--- config.mk ---
export PLATFORM = sky130hd
export DESIGN_NAME = utf8_stream_decoder
export DESIGN_NICKNAME = d
export VERILOG_FILES = /design/src/rtl/core/utf8sd_pkg.sv /design/src/rtl/core/utf8sd_decode.sv /design/src/rtl/core/utf8_stream_decoder.sv
export SDC_FILE = /design/constraint.sdc
export NUM_CORES = 1
export LEC_CHECK = 0
export BUFFER_PORTS_ARGS = -buffer_cell sky130_fd_sc_hd__buf_2
export CORE_MARGIN = 3
export CORE_UTILIZATION = 30
export DETAILED_ROUTE_END_ITERATION = 8
export PLACE_DENSITY = 0.56
export SLEW_MARGIN = 25
export SYNTH_ARGS = -nofsm -noshare
export SYNTH_HDL_FRONTEND = slang
export SYNTH_SLANG_ARGS = --single-unit
--- constraint.sdc ---
create_clock -name clk -period 2.85 [get_ports clk]
set_input_delay 0.285 -clock clk [delete_from_list [all_inputs] [get_ports clk]]
set_output_delay 0.285 -clock clk [all_outputs]
set_load 0.02 [all_outputs]
--- src/rtl/core/utf8sd_pkg.sv ---
`timescale 1ns / 1ps
// ----------------------------------------------------------------------------
// utf8sd_pkg: shared types and constants of the UTF-8 stream decoder
// Request and result payloads, decoder state and lead byte code ranges.
// ----------------------------------------------------------------------------
package utf8sd_pkg;

	localparam int unsigned CP_W  = 31;
	localparam int unsigned REM_W = 3;

	// Lead byte ranges, longest form first
	localparam logic [7:0] LEAD6_MIN = 8'hFC;
	localparam logic [7:0] LEAD5_MIN = 8'hF8;
	localparam logic [7:0] LEAD5_MAX = 8'hFB;
	localparam logic [7:0] LEAD4_MIN = 8'hF0;
	localparam logic [7:0] LEAD4_MAX = 8'hF7;
	localparam logic [7:0] LEAD3_MIN = 8'hE0;
	localparam logic [7:0] LEAD3_MAX = 8'hEF;
	localparam logic [7:0] LEAD2_MIN = 8'hC0;
	localparam logic [7:0] LEAD2_MAX = 8'hDF;
	localparam logic [7:0] BYTE_MAX  = 8'hFF;

	// Continuation bytes still expected after each lead form
	localparam logic [REM_W-1:0] REM_LEAD6 = 3'd5;
	localparam logic [REM_W-1:0] REM_LEAD5 = 3'd4;
	localparam logic [REM_W-1:0] REM_LEAD4 = 3'd3;
	localparam logic [REM_W-1:0] REM_LEAD3 = 3'd2;
	localparam logic [REM_W-1:0] REM_LEAD2 = 3'd1;

	typedef struct packed {
		logic [7:0] data_byte;
		logic       end_of_input;
	} stream_req_t;

	typedef struct packed {
		logic [CP_W-1:0] code_point;
		logic            at_end;
	} code_rsp_t;

	typedef struct packed {
		logic [CP_W-1:0]  accumulator;
		logic [REM_W-1:0] bytes_remaining;
	} dec_state_t;

endpackage

--- src/rtl/core/utf8sd_decode.sv ---
`timescale 1ns / 1ps
// ----------------------------------------------------------------------------
// utf8sd_decode: next-state and result logic for one byte
// Classifies the byte, updates accumulator and count, flags a finished value.
// ----------------------------------------------------------------------------
module utf8sd_decode (
	input  utf8sd_pkg::dec_state_t  cur,
	input  utf8sd_pkg::stream_req_t req,
	output utf8sd_pkg::dec_state_t  nxt,
	output logic                    emit,
	output utf8sd_pkg::code_rsp_t   rsp
);
	import utf8sd_pkg::*;

	logic [7:0]       b;
	logic             lead;
	logic [CP_W-1:0]  lead_acc;
	logic [REM_W-1:0] lead_rem;
	logic [CP_W-1:0]  acc_w;
	logic [REM_W-1:0] rem_w;
	logic [CP_W-7:0]  base;

	assign b = req.data_byte;

	always_comb begin
		lead     = 1'b1;
		lead_acc = '0;
		lead_rem = '0;
		case (b) inside
			[LEAD6_MIN:BYTE_MAX]: begin
				lead_acc = {{(CP_W-1){1'b0}}, b[0]};
				lead_rem = REM_LEAD6;
			end
			[LEAD5_MIN:LEAD5_MAX]: begin
				lead_acc = {{(CP_W-2){1'b0}}, b[1:0]};
				lead_rem = REM_LEAD5;
			end
			[LEAD4_MIN:LEAD4_MAX]: begin
				lead_acc = {{(CP_W-3){1'b0}}, b[2:0]};
				lead_rem = REM_LEAD4;
			end
			[LEAD3_MIN:LEAD3_MAX]: begin
				lead_acc = {{(CP_W-4){1'b0}}, b[3:0]};
				lead_rem = REM_LEAD3;
			end
			[LEAD2_MIN:LEAD2_MAX]: begin
				lead_acc = {{(CP_W-5){1'b0}}, b[4:0]};
				lead_rem = REM_LEAD2;
			end
			default: begin
				lead = 1'b0;
			end
		endcase
	end

	always_comb begin
		// a continuation with no open sequence shifts onto zero
		base  = (cur.bytes_remaining == '0) ? '0 : cur.accumulator[CP_W-7:0];
		acc_w = b[7] ? {base, b[5:0]} : {{(CP_W-8){1'b0}}, b};
		rem_w = (cur.bytes_remaining == '0) ? '0 : cur.bytes_remaining - 1'b1;

		nxt  = cur;
		emit = 1'b0;
		rsp  = '0;
		if (req.end_of_input) begin
			nxt        = '0;
			emit       = 1'b1;
			rsp.at_end = 1'b1;
		end else if (lead) begin
			nxt.accumulator     = lead_acc;
			nxt.bytes_remaining = lead_rem;
		end else begin
			nxt.bytes_remaining = rem_w;
			if (rem_w == '0) begin
				emit            = 1'b1;
				rsp.code_point  = acc_w;
				nxt.accumulator = '0;
			end else begin
				nxt.accumulator = acc_w;
			end
		end
	end

endmodule

--- src/rtl/core/utf8_stream_decoder.sv ---
`timescale 1ns / 1ps
// ----------------------------------------------------------------------------
// utf8_stream_decoder: permissive byte-serial UTF-8 decoder
//
// Input channel stream (stream_valid / stream_stall / stream): one request per
// byte, or an end-of-input request that drops any partial sequence.
// Output channel code (code_valid / code_stall / code): one code point per
// finished sequence, or an end marker (at_end set, code_point zero).
// A taken request passes through the request register, then the result register.
// Throughput: one request per cycle while stream_stall is low; the accumulator
// update is a single mask, shift and count step between the request register
// and the result register.
// Reset (arst_n low) empties both registers and clears the decoder state to
// idle with a zero accumulator.
// When code_stall holds a result, requests that finish nothing keep flowing;
// the next request that finishes a value waits in the request register and
// stream_stall rises until the result register frees.
// ----------------------------------------------------------------------------
module utf8_stream_decoder (
	input  logic                    clk,
	input  logic                    arst_n,
	input  logic                    stream_valid,
	output logic                    stream_stall,
	input  utf8sd_pkg::stream_req_t stream,
	output logic                    code_valid,
	input  logic                    code_stall,
	output utf8sd_pkg::code_rsp_t   code
);
	import utf8sd_pkg::*;

	logic        valid_s1;
	stream_req_t req_s1;
	dec_state_t  state_q;
	dec_state_t  state_nxt;
	logic        emit;
	code_rsp_t   rsp;
	logic        out_valid_q;
	code_rsp_t   out_q;
	logic        advance;
	logic        accept;

	utf8sd_decode u_decode (
		.cur  (state_q),
		.req  (req_s1),
		.nxt  (state_nxt),
		.emit (emit),
		.rsp  (rsp)
	);

	// advance unless a result must wait behind a held one
	assign advance      = valid_s1 && (!emit || !out_valid_q || !code_stall);
	assign stream_stall = valid_s1 && !advance;
	assign accept       = stream_valid && !stream_stall;

	always_ff @(posedge clk or negedge arst_n) begin
		if (!arst_n) begin
			valid_s1    <= 1'b0;
			state_q     <= '0;
			out_valid_q <= 1'b0;
		end else begin
			valid_s1 <= accept || stream_stall;
			if (advance) begin
				state_q <= state_nxt;
			end
			if (advance && emit) begin
				out_valid_q <= 1'b1;
			end else if (!code_stall) begin
				out_valid_q <= 1'b0;
			end
		end
	end

	always_ff @(posedge clk) begin
		if (accept) begin
			req_s1 <= stream;
		end
		if (advance && emit) begin
			out_q <= rsp;
		end
	end

	assign code_valid = out_valid_q;
	assign code       = out_q;

endmodule
==> summary.json <==
{
  "run_status": {"value": "finished clean"},
  "async_reset_ff_share": {"value": 42.3, "unit": "%"},
  "total_vias_in_the_final_route": {"value": 1736},
  "port-buffer-count": {"value": 46},
  "clock-sinks": {"value": 71},
  "critical_path_arrival": {"value": 1.79, "unit": "ns"},
  "gr-total-overflow": {"value": 0},
  "powerDensity": {"value": 640, "unit": "nW/um^2"},
  "slew_headroom": {"value": 52.2, "unit": "%"},
  "grt_start_max_net_pins": {"value": 31},
  "worst_hold_path_type": {"value": "in -> async"},
  "die_h": {"value": 106, "unit": "um"},
  "cts_tree": {"value": "done"},
  "timing.clock.skew": {"value": 0.0111, "unit": "ns"},
  "area_growth_syn_to_layout": {"value": 18.4, "unit": "%"},
  "synth_cells": {"value": 206},
  "grt_pass1_vias": {"value": 1804},
  "drc": {"value": 0},
  "average_vias_per_placed_instance": {"value": 4.42},
  "number_of_antenna_violations_at_the_first_check_in_global_routing": {"value": 0},
  "post_drt_wl_per_cell": {"value": 14.0, "unit": "um"},
  "ios": {"value": 47},
  "max_cap_violations": {"value": 0},
  "number_of_inserted_diodes": {"value": 0},
  "finalSetupTns": {"value": 0, "unit": "ns"},
  "floorplan.die_area": {"value": 11300, "unit": "um^2"},
  "netlist-cell-type-count": {"value": 39},
  "reported_leakage_power": {"value": 1.61, "unit": "nW"},
  "grt_first_pass_wirelength": {"value": 9250, "unit": "um"},
  "setup-violations-final": {"value": 0},
  "yosysTopAreaCell": {"value": "edfxtp_1"},
  "fin_ws": {"value": 0.770, "unit": "ns"},
  "ctsLongestPathBuffers": {"value": 2},
  "floorplan.rows": {"value": 35},
  "die_width": {"value": 106, "unit": "um"},
  "final_period_minus_worst_setup_slack": {"value": 2.08, "unit": "ns"},
  "initialDrtViolationCount": {"value": 96},
  "post-cts-setup-buffer-count": {"value": 0},
  "min_period_over_period": {"value": 73.0, "unit": "%"},
  "tightestPinTransition": {"value": 0.716, "unit": "ns"},
  "vdd_drop_max": {"value": 0.260, "unit": "mV"},
  "drt.antenna.violating_nets": {"value": 0},
  "detailedRoute.firstPassIterationCount": {"value": 4},
  "place_ws": {"value": 0.969, "unit": "ns"},
  "yosys.area.top_type_share": {"value": 40.8, "unit": "%"},
  "synth-seq-cells": {"value": 71},
  "timing.final.max_slew_violations": {"value": 0},
  "effective_utilization_at_floorplan": {"value": 31.7, "unit": "%"},
  "worstPathRequired": {"value": 2.57, "unit": "ns"},
  "syn_area": {"value": 3020, "unit": "um^2"},
  "cp_max_fo": {"value": 7},
  "cts_max_level": {"value": 3},
  "fmax": {"value": 0.481, "unit": "GHz"},
  "design.core.area": {"value": 9500, "unit": "um^2"},
  "crit_path_capture_type": {"value": "output pin"},
  "clk_pin_slew_worst_paths": {"value": 0.07, "unit": "ns"},
  "avgSynthCellArea": {"value": 14.6, "unit": "um^2"},
  "yosysSeqAreaShare": {"value": 65.7, "unit": "%"},
  "worstSetupPathType": {"value": "reg -> out"},
  "clock_insertion_delay_worst_skew": {"value": 0.33, "unit": "ns"},
  "setup.worst_path.start_class": {"value": "register"},
  "final_hold_vios": {"value": 0},
  "synthTopCellsByArea": {"value": "edfxtp_1 (41%), dfrtp_1 (25%), mux2_4 (8.5%)"},
  "setup_repair_after_global_routing_missed_its_margin": {"value": "no"},
  "clock_tree_root_buffer_cell": {"value": "clkbuf_8"},
  "postRouteWirelength": {"value": 5490, "unit": "um"},
  "gp_congestion": {"value": 0.861},
  "placed_wire_length_estimate": {"value": 3640, "unit": "um"},
  "yosys_warnings": {"value": 0},
  "layout-drive-gt1-share": {"value": 34.1, "unit": "%"},
  "cts_resized": {"value": 0},
  "postSynth.topFlopCell": {"value": "edfxtp_1"},
  "mappedNetlistNets": {"value": 219},
  "cts-buffers-inserted": {"value": 9},
  "gr-usage-all-layers": {"value": 10.5, "unit": "%"},
  "synth_edf_count": {"value": 41},
  "cts_hold_repair.buffers": {"value": 0},
  "finalNetCount": {"value": 272}
}
per-layer routing:
layer	vias to the layer above	global-route usage, %	wire length (um)
li1	850	-	-
met1	827	13.6	2520
met2	54	16.9	2620
met3	5	4.01	307
met4	0	1.94	40
met5	-	0	0
cells in the final DEF, fill, tap and decap left out, types with 7 or more instances in the layout:
| cell type | count |
|---|---|
| mux2_4 | 17 |
| dfrtp_1 | 30 |
| and2_1 | 29 |
| buf_2 | 46 |
| edfxtp_1 | 41 |
| inv_1 | 7 |
| and3_1 | 18 |
| clkbuf_8 | 9 |
| nand2_1 | 8 |
synth_stat cells, types with 2 or more instances:
library cell	instances
nand3_1	2
and2_1	29
o211ai_1	2
dfrtp_1	30
o2bb2ai_1	2
nand2b_1	3
and3_1	18
and3_2	2
mux2_2	3
mux2i_1	4
clkbuf_1	2
edfxtp_1	41
mux2_4	17
nor2_1	4
clkbuf_2	2
inv_1	7
nand2_1	8
buf_6	2
o21ai_0	4
nor3_1	4
buf_2	2
critical path: stages (launching register included):
cell	delay (ns)
edfxtp_1	0.54
a211oi_4	0.47
o2111ai_1	0.21
inv_1	0.08
buf_2	0.16
state kept, by name (all words and copies together), names as in the netlist:
name,cells
code_valid,1
state_q,28
req_s1,9
code,32
valid_s1,1
stage by stage:
| step | std cells | hold WS [ns] | util (%) | area (um^2) | power [mW] |
|---|---|---|---|---|---|
| floorplan | 206 | -0.0106 | - | 3020 | 1.45 |
| global placement | 377 | 0.380 | 35.7 | 3390 | 1.56 |
| detailed placement | 377 | 0.391 | 35.7 | 3390 | 1.57 |
| CTS | 393 | 0.0200 | 37.6 | 3570 | 2.33 |
| global route | 393 | 0.0372 | 37.6 | 3570 | 2.40 |
| finish | 393 | 0.00113 | 37.6 | 3570 | 2.28 |
cell families (layout without fill, tap and decap cells):
family / count (synthesis) / in the layout / synth area share (%)
buf+inv: 15 / 73 / 2.53
simple gates: 75 / 75 / 15.0
flops: 71 / 71 / 65.7
compound gates: 21 / 21 / 5.89
mux: 24 / 24 / 10.9
area by class of cell:
cell class / count / area (um^2)
Inverter: 7 / 26.3
Clock inverter: 4 / 47.5
Multi-Input combinational cell: 120 / 958
Tap cell: 129 / 161
Fill cell: 925 / 5930
Timing Repair Buffer: 50 / 260
Sequential cell: 71 / 1980
Clock buffer: 12 / 135
worst paths after layout:
check	from	to	cells past startpoint	slack, ns
setup / recovery	req_s1[7]$_DFFE_PP_	stream_stall	4	0.77
hold / removal	arst_n	state_q[2]$_DFFE_PN0P_	1	0.001
setup reg to reg	req_s1[0]$_DFFE_PP_	state_q[7]$_DFFE_PN0P_	4	0.93
hold reg to reg	state_q[26]$_DFFE_PN0P_	state_q[26]$_DFFE_PN0P_	1	0.51
max in group asynchronous	arst_n	state_q[23]$_DFFE_PN0P_	1	2.38
min in group clk	stream[3]	req_s1[3]$_DFFE_PP_	1	0.12
where the power goes:
part	switching (mW)	internal (mW)	leakage [nW]
clock	0.344	0.402	0.0904
sequential	0.0419	1.18	0.816
combinational	0.212	0.101	0.708
Note: power is estimated with default switching activity, not from simulation.
